==> config.mk <==
export PLATFORM = sky130hd
export DESIGN_NAME = script_lexeme_splitter
export DESIGN_NICKNAME = d
export VERILOG_FILES = /design/src/rtl/slx_pkg.sv /design/src/rtl/slx_engine.sv /design/src/rtl/slx_result_fifo.sv /design/src/rtl/script_lexeme_splitter.sv
export SDC_FILE = /design/constraint.sdc
export NUM_CORES = 2
export LEC_CHECK = 0
export ABC_CLOCK_PERIOD_IN_PS = 29500
export BUFFER_PORTS_ARGS = -buffer_cell sky130_fd_sc_hd__buf_4
export CORE_UTILIZATION = 30
export DETAILED_ROUTE_END_ITERATION = 12
export PLACE_DENSITY_LB_ADDON = 0.15
export SLEW_MARGIN = 0
export SYNTH_ARGS = -nofsm -noshare
export SYNTH_HDL_FRONTEND = slang
export SYNTH_SLANG_ARGS = --single-unit
==> constraint.sdc <==
create_clock -name aclk -period 29.5 [get_ports aclk]
set_clock_uncertainty 0.05 [all_clocks]
set_input_delay 8.85 -clock aclk [delete_from_list [all_inputs] [get_ports aclk]]
set_output_delay 8.85 -clock aclk [all_outputs]
set_load 0.03 [all_outputs]
==> src/rtl/slx_pkg.sv <==
// ----------------------------------------------------------------------------
// slx_pkg
// Shared types, scan modes, result kinds and character codes of the lexeme
// splitter.
// ----------------------------------------------------------------------------
package slx_pkg;

    // Scan modes
    localparam logic [3:0] M_IDLE       = 4'd0;
    localparam logic [3:0] M_WORD       = 4'd1;
    localparam logic [3:0] M_STR        = 4'd2;
    localparam logic [3:0] M_STR_END    = 4'd3;
    localparam logic [3:0] M_CONT       = 4'd4;
    localparam logic [3:0] M_CONT_CR    = 4'd5;
    localparam logic [3:0] M_BLOCK      = 4'd6;
    localparam logic [3:0] M_BLOCK_TAIL = 4'd7;
    localparam logic [3:0] M_LINE_CMT   = 4'd8;
    localparam logic [3:0] M_DONE       = 4'd9;

    // Result kinds
    localparam logic [1:0] K_CHAR  = 2'd0;
    localparam logic [1:0] K_END   = 2'd1;
    localparam logic [1:0] K_ERROR = 2'd2;
    localparam logic [1:0] K_EOI   = 2'd3;

    // Error codes
    localparam logic [1:0] E_NONE       = 2'd0;
    localparam logic [1:0] E_EMPTY_CONT = 2'd1;
    localparam logic [1:0] E_COMMENT    = 2'd2;
    localparam logic [1:0] E_DELIM      = 2'd3;

    // Character codes
    localparam logic [7:0] CH_NUL    = 8'h00;
    localparam logic [7:0] CH_TAB    = 8'h09;
    localparam logic [7:0] CH_LF     = 8'h0A;
    localparam logic [7:0] CH_CR     = 8'h0D;
    localparam logic [7:0] CH_SPACE  = 8'h20;
    localparam logic [7:0] CH_BANG   = 8'h21;
    localparam logic [7:0] CH_QUOTE  = 8'h22;
    localparam logic [7:0] CH_DOLLAR = 8'h24;
    localparam logic [7:0] CH_APOS   = 8'h27;
    localparam logic [7:0] CH_COMMA  = 8'h2C;
    localparam logic [7:0] CH_DOT    = 8'h2E;
    localparam logic [7:0] CH_COLON  = 8'h3A;
    localparam logic [7:0] CH_B      = 8'h42;
    localparam logic [7:0] CH_D      = 8'h44;
    localparam logic [7:0] CH_L      = 8'h4C;
    localparam logic [7:0] CH_O      = 8'h4F;
    localparam logic [7:0] CH_R      = 8'h52;
    localparam logic [7:0] CH_T      = 8'h54;
    localparam logic [7:0] CH_W      = 8'h57;
    localparam logic [7:0] CH_Z      = 8'h5A;
    localparam logic [7:0] CH_ELL0   = 8'hE2;
    localparam logic [7:0] CH_ELL1   = 8'h80;
    localparam logic [7:0] CH_ELL2   = 8'hA6;

    localparam int WIN_DEPTH   = 4;
    localparam int FLUSH_STEPS = 10;

    // One result without its line number.
    typedef struct packed {
        logic       last;
        logic [1:0] kind;
        logic [7:0] ch;
        logic [1:0] err;
    } res_t;

    // Results produced by the engine in one cycle.
    typedef struct packed {
        logic [2:0]      count;
        res_t [3:0]      ent;
    } push_t;

    function automatic res_t mk_res(logic [1:0] kind, logic [7:0] ch, logic [1:0] err);
        res_t r;
        r.last = 1'b0;
        r.kind = kind;
        r.ch   = ch;
        r.err  = err;
        return r;
    endfunction

    function automatic logic is_space(logic [7:0] c);
        return (c == CH_SPACE) || ((c >= CH_TAB) && (c <= CH_CR));
    endfunction

    function automatic logic is_crlf(logic [7:0] c);
        return (c == CH_CR) || (c == CH_LF);
    endfunction

endpackage

==> src/rtl/slx_engine.sv <==
// ----------------------------------------------------------------------------
// slx_engine
// Scan state, four-byte lookahead window and the per-cycle decision logic.
// ----------------------------------------------------------------------------
module slx_engine #(
    parameter int LINE_WIDTH = 20
) (
    input  logic                  aclk,
    input  logic                  aresetn,
    input  logic                  in_valid,
    input  logic [7:0]            in_byte,
    input  logic                  in_last,
    input  logic                  nested,
    output slx_pkg::push_t        push,
    output logic [LINE_WIDTH-1:0] push_line,
    output logic                  flushing
);

    logic [3:0]            mode_reg, mode_next;
    logic [3:0][7:0]       win_reg, win_next;
    logic [2:0]            cnt_reg, cnt_next;
    logic [LINE_WIDTH-1:0] line_reg, line_next;
    logic                  anl_reg, anl_next;
    logic [15:0]           prev_reg, prev_next;
    logic                  stop_reg, stop_next;
    logic                  flush_reg, flush_next;
    logic [3:0]            guard_reg, guard_next;

    slx_pkg::push_t        push_c;

    always_comb begin
        logic [3:0]      m;
        logic [3:0][7:0] w;
        logic [2:0]      cnt;
        logic [3:0][7:0] pk;
        logic [7:0]      c;
        logic            dodec, fin, step_end, dn, clr, esc, ellip, delim;
        logic [2:0]      nc, nsh;
        logic [2:0]      nres;

        m        = mode_reg;
        w        = win_reg;
        cnt      = cnt_reg;
        line_next = line_reg;
        anl_next = anl_reg;
        prev_next = prev_reg;
        stop_next = stop_reg;
        flush_next = flush_reg;
        guard_next = guard_reg;
        dodec    = 1'b0;
        fin      = 1'b0;
        step_end = 1'b0;
        dn       = 1'b0;
        clr      = 1'b0;
        esc      = 1'b0;
        nc       = 3'd0;
        nsh      = 3'd0;
        nres     = 3'd0;
        push_c   = '0;

        if (in_valid) begin
            if ((m != slx_pkg::M_DONE) && (cnt < 3'(slx_pkg::WIN_DEPTH))) begin
                w[cnt[1:0]] = in_byte;
                cnt = cnt + 3'd1;
            end
            if (!in_last) begin
                dodec    = (cnt >= 3'(slx_pkg::WIN_DEPTH)) && (m != slx_pkg::M_DONE);
                step_end = 1'b1;
            end else begin
                flush_next = 1'b1;
                guard_next = 4'd0;
            end
        end
        if (flush_next) begin
            if ((guard_next < 4'(slx_pkg::FLUSH_STEPS)) && (m != slx_pkg::M_DONE)) begin
                dodec = 1'b1;
                guard_next = guard_next + 4'd1;
            end else begin
                fin = 1'b1;
            end
        end

        for (int i = 0; i < 4; i++) begin
            pk[i] = (3'(i) < cnt) ? w[i] : slx_pkg::CH_NUL;
        end
        c = pk[0];
        ellip = ((c == slx_pkg::CH_DOT) && (pk[1] == slx_pkg::CH_DOT) &&
                 (pk[2] == slx_pkg::CH_DOT)) ||
                ((c == slx_pkg::CH_ELL0) && (pk[1] == slx_pkg::CH_ELL1) &&
                 (pk[2] == slx_pkg::CH_ELL2));
        delim = (c == slx_pkg::CH_NUL) || slx_pkg::is_space(c) ||
                (c == slx_pkg::CH_COMMA) || (c == slx_pkg::CH_BANG) ||
                ((c == slx_pkg::CH_APOS) && (pk[1] == slx_pkg::CH_Z)) || ellip;

        if (dodec) begin
            // Modes are tested in the order in which one falls into the next,
            // so a single pass covers every chained transition.
            if (m == slx_pkg::M_STR) begin
                if ((c == slx_pkg::CH_NUL) || slx_pkg::is_crlf(c)) begin
                    m = slx_pkg::M_STR_END;
                end else begin
                    esc = (prev_reg[7:0] == slx_pkg::CH_COLON) &&
                          (prev_reg[15:8] != slx_pkg::CH_COLON);
                    push_c.ent[nres[1:0]] = slx_pkg::mk_res(slx_pkg::K_CHAR, c,
                                                            slx_pkg::E_NONE);
                    nres = nres + 3'd1;
                    nc = 3'd1;
                    prev_next = {prev_reg[7:0], c};
                    if ((c == slx_pkg::CH_QUOTE) && !esc) m = slx_pkg::M_STR_END;
                    dn = 1'b1;
                end
            end
            if (!dn && ((m == slx_pkg::M_WORD) || (m == slx_pkg::M_STR_END))) begin
                if (delim) begin
                    push_c.ent[nres[1:0]] = slx_pkg::mk_res(slx_pkg::K_END,
                                                            slx_pkg::CH_NUL,
                                                            slx_pkg::E_NONE);
                    nres = nres + 3'd1;
                    m = slx_pkg::M_IDLE;
                end else if (m == slx_pkg::M_STR_END) begin
                    push_c.ent[nres[1:0]] = slx_pkg::mk_res(slx_pkg::K_ERROR,
                                                            slx_pkg::CH_NUL,
                                                            slx_pkg::E_DELIM);
                    nres = nres + 3'd1;
                    stop_next = 1'b1;
                    m = slx_pkg::M_DONE;
                    clr = 1'b1;
                    dn = 1'b1;
                end else begin
                    push_c.ent[nres[1:0]] = slx_pkg::mk_res(slx_pkg::K_CHAR, c,
                                                            slx_pkg::E_NONE);
                    nres = nres + 3'd1;
                    nc = 3'd1;
                    dn = 1'b1;
                end
            end
            if (!dn && (m == slx_pkg::M_CONT_CR)) begin
                m = slx_pkg::M_CONT;
                if (c == slx_pkg::CH_LF) begin
                    nc = 3'd1;
                    dn = 1'b1;
                end
            end
            if (!dn && (m == slx_pkg::M_CONT)) begin
                if (slx_pkg::is_crlf(c)) begin
                    push_c.ent[nres[1:0]] = slx_pkg::mk_res(slx_pkg::K_ERROR,
                                                            slx_pkg::CH_NUL,
                                                            slx_pkg::E_EMPTY_CONT);
                    nres = nres + 3'd1;
                    stop_next = 1'b1;
                    m = slx_pkg::M_DONE;
                    clr = 1'b1;
                    dn = 1'b1;
                end else if (slx_pkg::is_space(c)) begin
                    nc = 3'd1;
                    dn = 1'b1;
                end else begin
                    m = slx_pkg::M_IDLE;
                end
            end
            if (!dn && (m == slx_pkg::M_BLOCK)) begin
                dn = 1'b1;
                if ((c == slx_pkg::CH_T) && (pk[1] == slx_pkg::CH_L) &&
                    (pk[2] == slx_pkg::CH_D) && (pk[3] == slx_pkg::CH_R)) begin
                    m = slx_pkg::M_BLOCK_TAIL;
                    nc = 3'd4;
                end else if (c == slx_pkg::CH_NUL) begin
                    push_c.ent[nres[1:0]] = slx_pkg::mk_res(slx_pkg::K_ERROR,
                                                            slx_pkg::CH_NUL,
                                                            slx_pkg::E_COMMENT);
                    nres = nres + 3'd1;
                    stop_next = 1'b1;
                    m = slx_pkg::M_DONE;
                    clr = 1'b1;
                end else if (slx_pkg::is_crlf(c)) begin
                    if (line_reg != '1) line_next = line_reg + 1'b1;
                    nc = ((c == slx_pkg::CH_CR) && (pk[1] == slx_pkg::CH_LF)) ? 3'd2 : 3'd1;
                end else begin
                    nc = 3'd1;
                end
            end
            if (!dn && (m == slx_pkg::M_BLOCK_TAIL)) begin
                if ((c == slx_pkg::CH_COMMA) || slx_pkg::is_crlf(c)) begin
                    m = slx_pkg::M_IDLE;
                end else if (slx_pkg::is_space(c)) begin
                    nc = 3'd1;
                    dn = 1'b1;
                end else begin
                    push_c.ent[nres[1:0]] = slx_pkg::mk_res(slx_pkg::K_ERROR,
                                                            slx_pkg::CH_NUL,
                                                            slx_pkg::E_COMMENT);
                    nres = nres + 3'd1;
                    stop_next = 1'b1;
                    m = slx_pkg::M_DONE;
                    clr = 1'b1;
                    dn = 1'b1;
                end
            end
            if (!dn && (m == slx_pkg::M_LINE_CMT)) begin
                if ((c == slx_pkg::CH_NUL) || slx_pkg::is_crlf(c)) begin
                    m = slx_pkg::M_IDLE;
                end else begin
                    nc = 3'd1;
                    dn = 1'b1;
                end
            end
            if (!dn && (m == slx_pkg::M_IDLE)) begin
                if (c == slx_pkg::CH_COMMA) begin
                    push_c.ent[nres[1:0]] = slx_pkg::mk_res(slx_pkg::K_CHAR,
                                                            slx_pkg::CH_LF,
                                                            slx_pkg::E_NONE);
                    push_c.ent[nres[1:0] + 2'd1] = slx_pkg::mk_res(slx_pkg::K_END,
                                                                   slx_pkg::CH_NUL,
                                                                   slx_pkg::E_NONE);
                    nres = nres + 3'd2;
                    anl_next = 1'b1;
                    nc = 3'd1;
                end else if (c == slx_pkg::CH_BANG) begin
                    push_c.ent[nres[1:0]] = slx_pkg::mk_res(slx_pkg::K_CHAR,
                                                            slx_pkg::CH_BANG,
                                                            slx_pkg::E_NONE);
                    push_c.ent[nres[1:0] + 2'd1] = slx_pkg::mk_res(slx_pkg::K_END,
                                                                   slx_pkg::CH_NUL,
                                                                   slx_pkg::E_NONE);
                    nres = nres + 3'd2;
                    anl_next = 1'b0;
                    nc = 3'd1;
                end else if ((c == slx_pkg::CH_APOS) && (pk[1] == slx_pkg::CH_Z)) begin
                    push_c.ent[nres[1:0]] = slx_pkg::mk_res(slx_pkg::K_CHAR,
                                                            slx_pkg::CH_APOS,
                                                            slx_pkg::E_NONE);
                    push_c.ent[nres[1:0] + 2'd1] = slx_pkg::mk_res(slx_pkg::K_CHAR,
                                                                   slx_pkg::CH_Z,
                                                                   slx_pkg::E_NONE);
                    push_c.ent[nres[1:0] + 2'd2] = slx_pkg::mk_res(slx_pkg::K_END,
                                                                   slx_pkg::CH_NUL,
                                                                   slx_pkg::E_NONE);
                    nres = nres + 3'd3;
                    anl_next = 1'b0;
                    nc = 3'd2;
                end else if (slx_pkg::is_crlf(c)) begin
                    push_c.ent[nres[1:0]] = slx_pkg::mk_res(slx_pkg::K_CHAR,
                                                            slx_pkg::CH_LF,
                                                            slx_pkg::E_NONE);
                    push_c.ent[nres[1:0] + 2'd1] = slx_pkg::mk_res(slx_pkg::K_END,
                                                                   slx_pkg::CH_NUL,
                                                                   slx_pkg::E_NONE);
                    nres = nres + 3'd2;
                    anl_next = 1'b1;
                    if (line_reg != '1) line_next = line_reg + 1'b1;
                    nc = ((c == slx_pkg::CH_CR) && (pk[1] == slx_pkg::CH_LF)) ? 3'd2 : 3'd1;
                end else if (slx_pkg::is_space(c)) begin
                    nc = 3'd1;
                end else if (ellip && slx_pkg::is_crlf(pk[3])) begin
                    m = (pk[3] == slx_pkg::CH_CR) ? slx_pkg::M_CONT_CR : slx_pkg::M_CONT;
                    nc = 3'd4;
                end else if (anl_reg && (c == slx_pkg::CH_O) && (pk[1] == slx_pkg::CH_B) &&
                             (pk[2] == slx_pkg::CH_T) && (pk[3] == slx_pkg::CH_W)) begin
                    m = slx_pkg::M_BLOCK;
                    nc = 3'd4;
                end else if ((c == slx_pkg::CH_B) && (pk[1] == slx_pkg::CH_T) &&
                             (pk[2] == slx_pkg::CH_W)) begin
                    m = slx_pkg::M_LINE_CMT;
                    nc = 3'd3;
                end else if (c == slx_pkg::CH_NUL) begin
                    m = slx_pkg::M_DONE;
                    clr = 1'b1;
                end else begin
                    push_c.ent[nres[1:0]] = slx_pkg::mk_res(slx_pkg::K_CHAR, c,
                                                            slx_pkg::E_NONE);
                    nres = nres + 3'd1;
                    nc = 3'd1;
                    anl_next = 1'b0;
                    if (c == slx_pkg::CH_QUOTE) begin
                        prev_next = {8'h00, slx_pkg::CH_QUOTE};
                        m = slx_pkg::M_STR;
                    end else begin
                        m = slx_pkg::M_WORD;
                    end
                end
            end
        end

        // Drop consumed bytes from the front of the window.
        if (clr) begin
            cnt = 3'd0;
        end else begin
            nsh = (nc > cnt) ? cnt : nc;
            for (int i = 0; i < 4; i++) begin
                w[i] = ((3'(i) + nsh) < 3'(slx_pkg::WIN_DEPTH)) ? w[2'(3'(i) + nsh)] : 8'h00;
            end
            cnt = cnt - nsh;
        end

        if (fin) begin
            if (!stop_reg && !nested) begin
                push_c.ent[nres[1:0]] = slx_pkg::mk_res(slx_pkg::K_CHAR,
                                                        slx_pkg::CH_DOLLAR,
                                                        slx_pkg::E_NONE);
                push_c.ent[nres[1:0] + 2'd1] = slx_pkg::mk_res(slx_pkg::K_END,
                                                               slx_pkg::CH_NUL,
                                                               slx_pkg::E_NONE);
                nres = nres + 3'd2;
            end
            push_c.ent[nres[1:0]] = slx_pkg::mk_res(slx_pkg::K_EOI, slx_pkg::CH_NUL,
                                                    slx_pkg::E_NONE);
            nres = nres + 3'd1;
            m = slx_pkg::M_IDLE;
            w = '0;
            cnt = 3'd0;
            line_next = LINE_WIDTH'(1);
            anl_next = 1'b1;
            prev_next = 16'h0000;
            stop_next = 1'b0;
            flush_next = 1'b0;
        end

        if ((nres != 3'd0) && (step_end || fin)) begin
            push_c.ent[2'(nres - 3'd1)].last = 1'b1;
        end
        push_c.count = nres;
        mode_next = m;
        win_next  = w;
        cnt_next  = cnt;
    end

    always_ff @(posedge aclk) begin
        if (!aresetn) begin
            mode_reg  <= slx_pkg::M_IDLE;
            win_reg   <= '0;
            cnt_reg   <= 3'd0;
            line_reg  <= LINE_WIDTH'(1);
            anl_reg   <= 1'b1;
            prev_reg  <= 16'h0000;
            stop_reg  <= 1'b0;
            flush_reg <= 1'b0;
            guard_reg <= 4'd0;
        end else begin
            mode_reg  <= mode_next;
            win_reg   <= win_next;
            cnt_reg   <= cnt_next;
            line_reg  <= line_next;
            anl_reg   <= anl_next;
            prev_reg  <= prev_next;
            stop_reg  <= stop_next;
            flush_reg <= flush_next;
            guard_reg <= guard_next;
        end
    end

    assign push      = push_c;
    assign push_line = line_reg;
    assign flushing  = flush_reg;

    a_cnt_bound: assert property (@(posedge aclk) disable iff (!aresetn)
        cnt_reg <= 3'(slx_pkg::WIN_DEPTH))
        else $error("lookahead window count out of range");
    a_stop_done: assert property (@(posedge aclk) disable iff (!aresetn)
        stop_reg |-> (mode_reg == slx_pkg::M_DONE))
        else $error("stopped scan left the done mode");
    a_no_item_in_flush: assert property (@(posedge aclk) disable iff (!aresetn)
        flush_reg |-> !in_valid)
        else $error("byte delivered while the buffer end is flushed");
    a_push_bound: assert property (@(posedge aclk) disable iff (!aresetn)
        push_c.count <= 3'd4)
        else $error("more than four results in one cycle");

endmodule

==> src/rtl/slx_result_fifo.sv <==
// ----------------------------------------------------------------------------
// slx_result_fifo
// Result queue: takes up to four entries per cycle, hands out one per cycle while popped.
// ----------------------------------------------------------------------------
module slx_result_fifo #(
    parameter int WIDTH = 33,
    parameter int DEPTH = 32
) (
    input  logic                       aclk,
    input  logic                       aresetn,
    input  logic [2:0]                 push_count,
    input  logic [3:0][WIDTH-1:0]      push_data,
    input  logic                       pop,
    output logic [WIDTH-1:0]           head_data,
    output logic                       not_empty,
    output logic [$clog2(DEPTH):0]     level
);

    localparam int AW = $clog2(DEPTH);

    logic [WIDTH-1:0] mem [DEPTH];
    logic [AW:0]      wr_reg, wr_next;
    logic [AW:0]      rd_reg, rd_next;

    always_ff @(posedge aclk) begin
        for (int i = 0; i < 4; i++) begin
            if (3'(i) < push_count) begin
                mem[AW'(wr_reg[AW-1:0] + AW'(i))] <= push_data[i];
            end
        end
    end

    assign wr_next = wr_reg + (AW+1)'(push_count);
    assign rd_next = rd_reg + (AW+1)'(pop && not_empty);

    always_ff @(posedge aclk) begin
        if (!aresetn) begin
            wr_reg <= '0;
            rd_reg <= '0;
        end else begin
            wr_reg <= wr_next;
            rd_reg <= rd_next;
        end
    end

    assign level     = wr_reg - rd_reg;
    assign not_empty = (wr_reg != rd_reg);
    assign head_data = mem[rd_reg[AW-1:0]];

    a_level_bound: assert property (@(posedge aclk) disable iff (!aresetn)
        level <= (AW+1)'(DEPTH))
        else $error("result queue overflow");
    a_room: assert property (@(posedge aclk) disable iff (!aresetn)
        ((level + (AW+1)'(push_count)) <= (AW+1)'(DEPTH)) || (push_count == 3'd0))
        else $error("push into a full result queue");
    a_head_hold: assert property (@(posedge aclk) disable iff (!aresetn)
        (not_empty && !pop) |=> (rd_reg == $past(rd_reg)))
        else $error("read pointer moved without a pop");

endmodule

==> src/rtl/script_lexeme_splitter.sv <==
// ----------------------------------------------------------------------------
// script_lexeme_splitter
// Splits a source byte stream into tagged lexeme characters, end markers,
// errors and end-of-input results, each with its source line.
// ----------------------------------------------------------------------------
// Channel   Dir  Handshake          Payload
// s_axis    in   s_tvalid/s_tready  tdata[7:0] data_byte, tlast last_byte
// m_axis    out  m_tvalid/m_tready  tdata char, line, error; tuser kind; tlast
// apb       in   psel/penable       register 0 at 0x0: nested_source
//
// A byte is taken in every cycle while the result queue has room; it is
// registered and joins the lookahead window in the next cycle. The final
// byte of a buffer flushes the lookahead window, one decision a cycle,
// during which no byte is taken. Results leave one per cycle while popped,
// from a 32-entry queue. Reset is synchronous and clears all scan state.
// ----------------------------------------------------------------------------
module script_lexeme_splitter #(
    parameter int LINE_WIDTH = 20
) (
    input  logic        aclk,
    input  logic        aresetn,
    // stream in
    input  logic        s_tvalid,
    output logic        s_tready,
    input  logic [7:0]  s_tdata,   // [7:0] data_byte
    input  logic        s_tlast,   // last_byte
    // stream out
    output logic        m_tvalid,
    input  logic        m_tready,
    // lexeme_char, line_number, error_code from bit 0 up, zero padded
    output logic [((8 + LINE_WIDTH + 2 + 7) / 8) * 8 - 1:0] m_tdata,
    output logic [1:0]  m_tuser,   // item_kind
    output logic        m_tlast,   // run_last
    // configuration
    input  logic        psel,
    input  logic        penable,
    input  logic        pwrite,
    input  logic [2:0]  paddr,
    input  logic [31:0] pwdata,
    output logic [31:0] prdata,
    output logic        pready
);

    localparam int DW    = ((8 + LINE_WIDTH + 2 + 7) / 8) * 8;
    localparam int EW    = 1 + 2 + 8 + 2 + LINE_WIDTH;
    localparam int DEPTH = 32;
    localparam int LW    = $clog2(DEPTH);
    localparam logic [LW:0] ACCEPT_LEVEL = (LW+1)'(DEPTH - 16);

    logic                  nested_reg;
    logic                  in_valid_reg;
    logic [7:0]            in_byte_reg;
    logic                  in_last_reg;
    slx_pkg::push_t        push;
    logic [LINE_WIDTH-1:0] push_line;
    logic                  flushing;
    logic [3:0][EW-1:0]    push_data;
    logic [EW-1:0]         head;
    logic                  not_empty;
    logic [LW:0]           level;
    logic                  s_acc;

    assign pready = 1'b1;
    assign prdata = (paddr[2] == 1'b0) ? {31'b0, nested_reg} : 32'h0;

    always_ff @(posedge aclk) begin
        if (!aresetn) begin
            nested_reg <= 1'b0;
        end else if (psel && penable && pwrite && (paddr[2] == 1'b0)) begin
            nested_reg <= pwdata[0];
        end
    end

    // Room is kept for the registered byte and a full buffer-end flush.
    assign s_tready = !flushing && !(in_valid_reg && in_last_reg) && (level <= ACCEPT_LEVEL);
    assign s_acc    = s_tvalid && s_tready;

    always_ff @(posedge aclk) begin
        if (!aresetn) begin
            in_valid_reg <= 1'b0;
        end else begin
            in_valid_reg <= s_acc;
        end
    end

    always_ff @(posedge aclk) begin
        if (s_acc) begin
            in_byte_reg <= s_tdata;
            in_last_reg <= s_tlast;
        end
    end

    slx_engine #(.LINE_WIDTH(LINE_WIDTH)) u_engine (
        .aclk      (aclk),
        .aresetn   (aresetn),
        .in_valid  (in_valid_reg),
        .in_byte   (in_byte_reg),
        .in_last   (in_last_reg),
        .nested    (nested_reg),
        .push      (push),
        .push_line (push_line),
        .flushing  (flushing)
    );

    always_comb begin
        for (int i = 0; i < 4; i++) begin
            push_data[i] = {push.ent[i].last, push.ent[i].kind, push.ent[i].err,
                            push_line, push.ent[i].ch};
        end
    end

    slx_result_fifo #(.WIDTH(EW), .DEPTH(DEPTH)) u_fifo (
        .aclk       (aclk),
        .aresetn    (aresetn),
        .push_count (push.count),
        .push_data  (push_data),
        .pop        (m_tready),
        .head_data  (head),
        .not_empty  (not_empty),
        .level      (level)
    );

    assign m_tvalid = not_empty;
    assign m_tlast  = head[EW-1];
    assign m_tuser  = head[EW-2:EW-3];
    assign m_tdata  = DW'(head[EW-4:0]);

endmodule

==> out/results.ini <==
[synthesis]
ys_warn_count = 0
synth_area_sq_um = 62200
postSynthCellCount = 5060
synth_edf_count = 1065
synth_top_area_share_pct = 51.4
ys_seq_elements = 1161
synth_ff_type = edfxtp_1
yosysSeqAreaShare_pct = 54.5
synthDistinctLibCells = 107
async_flop_share_pct = 0
postSynthAreaPerCell_sq_um = 12.3
yosysTopAreaCell = edfxtp_1
yosys-top-cells-area = edfxtp_1 (51%), mux4_2 (12%), dfxtp_1 (3.1%)

[floorplanning]
die_h_um = 457
die_w_um = 457
start_util_pct = 30.3
die_area_sq_um = 209000
rows = 166
core_area_sq_um = 205000
io_pins = 121

[timing]
slew_headroom_pct = -46.1
rsz0062_at_grt = no
slew_viol_final = 33
fmax_ghz = 0.0551
hold_ws_ps = 403
finalSetupTns_ps = 0
post-route-min-period_ps = 18140
tightest_slew_ps = 2190
setup_violations = 0
period_share_pct = 61.5
hold_viol = 0

[power_and_ir_drop]
clockPowerShare_pct = 38.5
swShare_pct = 32.0
power.total_uw = 4710
p_per_area_nw_per_um2 = 66.4
combPwrFrac_pct = 21.7
internal_power_uw = 3210
p_seq_share_pct = 39.7
ir_drop_uv = 64.8
switchingPower_uw = 1510
leakagePower_uw = 0.0220

[critical_path]
r2r_slack_ps = 19130
path_cells = buf_4 > nor2b_1 > buf_4
endpoint_kind = primary output
r2r_cells = 28
path_class = primary input to primary output
worst_path_most_repeated_cell = buf_4
arrival_ps = 9240
reg2reg_from = u_engine.cnt_reg[0]$_SDFF_PP0_
required_ps = 20600
reg2reg_to = u_fifo.mem[0][14]$_DFFE_PP_
max_stage_delay_ps = 170
cp_slowest_cell = buf_4
startpoint_type = primary input
crit_fanout = 2

[global_routing]
grt_pass1_vias = 47357
grt_max_degree = 131
gr-total-overflow = 0
antenna_found_initial = 7
grtUsageTotal_pct = 23.4
grt_first_pass_wirelength_mm = 356

[routing]
wire_per_inst_um = 32.0
routed_via_density = 6.16
drc = 0
antenna_left = 0
wirelength_mm = 250
vias = 48174
drt-initial-drc-count = 6558
first_pass_iters = 7

[flow_run]
drv_cap = 0

[min_path]
hold_start = u_engine.prev_reg[7]$_SDFFE_PP0P_
worstHoldPathType = flop to flop
holdPathEnd = u_engine.prev_reg[15]$_SDFFE_PP0P_
holdPathStages = 2

[cts]
root_buffer = clkbuf_16
numCtsBuffers = 143
clock_path_buffers = 3
cts.sinks = 1161
cts_setup_buffers = 0
hold_buffers = 0
path_clk_slew_ps = 60
cts_tree = built
insertion_delay_ps = 840
h-tree-depth = 4
cts.repair.resized = 0

[final_layout]
fin_nets = 5111
area_growth_pct = 14.2
drive_gt1_share_pct = 19.3
design_area_sq_um = 71000
largest_reg_flops = 1056

[run_status]
violations = max-slew violations
status = finished with violations

[placement]
placed_area_sq_um = 66200
io_buffers = 53
gp_congestion = 0.972
dp_hpwl_mm = 156

## per-layer routing
metal	track usage [%]	wire, um	vias up	part of all wire [%]
met5	0	0	-	0
met4	8.23	8420	0	3.4
met3	4.55	21100	421	8.4
met2	36.2	114000	2574	45
met1	32.5	107000	24904	43
li1	-	-	20275	-
## layout by cell type (no fill, tap or decap), types with 21 or more instances in the layout
cell type / instances
a32oi_1: 37
o211ai_1: 70
nand2b_1: 21
o21ai_1: 36
nand4_1: 61
mux4_2: 330
xor2_1: 23
clkinv_1: 28
nor4_1: 21
nand3_1: 118
a221oi_1: 185
mux2i_1: 44
o21ai_0: 151
dfxtp_1: 92
a22oi_1: 143
ha_1: 45
nand2_1: 367
and2_1: 78
nor2_1: 419
edfxtp_1: 1065
conb_1: 40
inv_1: 39
clkbuf_16: 143
nor3_1: 68
o221ai_1: 114
xnor2_1: 21
clkinv_2: 35
a21oi_1: 268
a31oi_1: 22
o22ai_1: 287
and3_1: 26
a211oi_1: 21
buf_4: 310
## area by class of cell
type	instances	area, sq um
clock buffer	165	3680
fill	19960	134000
sequential	1161	33900
multi-input combinational	3351	26400
inverter	44	171
timing repair buffer	312	2370
antenna	1	2.50
clock inverter	93	1160
tap	2688	3360
## synth_stat cells (23+ instances only)
cell type	n
buf_2	85
a22oi_1	143
a32oi_1	37
and2_1	78
a31oi_1	23
o21ai_0	156
o221ai_1	114
a221oi_1	185
nand2_1	369
o22ai_1	287
dfxtp_1	96
o21ai_1	35
clkbuf_1	364
nand3_1	119
ha_1	45
edfxtp_1	1065
nor3_1	69
inv_1	39
buf_4	51
nor2_1	430
xor2_1	24
mux2i_1	44
mux4_2	330
a211oi_1	23
and3_1	26
nand4_1	61
a21oi_1	279
buf_1	40
o211ai_1	70
## through the flow
step                      instances  worst slack [ps]  utilization, %
after floorplan                5098             11320               -
after global placement         7556             11360            32.2
after detailed placement       7556             11360            32.2
after CTS                      7814             11360            34.6
after global routing           7815             11330            34.6
final                          7815             11360            34.6
## worst max-delay path, delay by kind of cell
family / cells / cell delay, ps
buffers and inverters: 2 / 280
AND/OR/NAND/NOR: 1 / 110
## power by group through the flow
stage / Clock (uW) / Combinational [uW] / Sequential [uW]
floorplan: 0 / 665 / 1870
global placement: 0 / 1010 / 1910
detailed placement: 0 / 1010 / 1900
CTS: 1850 / 1010 / 1870
global route: 1920 / 1080 / 1880
finish: 1820 / 1020 / 1870
## cell families (layout without fill, tap and decap cells)
family	count (synthesis)	in the layout	share of synthesized area, %
other cells	2	41	0.0121
flops	1161	1161	54.5
buf+inv	586	614	4.04
fa+ha+maj	47	47	0.969
xor+xnor	46	46	0.647
compound gates	1493	1493	16.6
simple gates	1330	1330	10.2
mux	395	395	13.1
## worst max path at each step
stage | from | end | slack, ps | cells past startpoint
3_5_place_dp | paddr[2] | prdata[0] | 11360 | 3
6_report | paddr[2] | prdata[0] | 11360 | 3
4_1_cts | paddr[2] | prdata[0] | 11360 | 3
5_1_grt | paddr[2] | prdata[0] | 11330 | 3
2_1_floorplan | paddr[2] | prdata[0] | 11320 | 1
3_3_place_gp | paddr[2] | prdata[0] | 11360 | 3
Power figures use the tool's default switching activity.
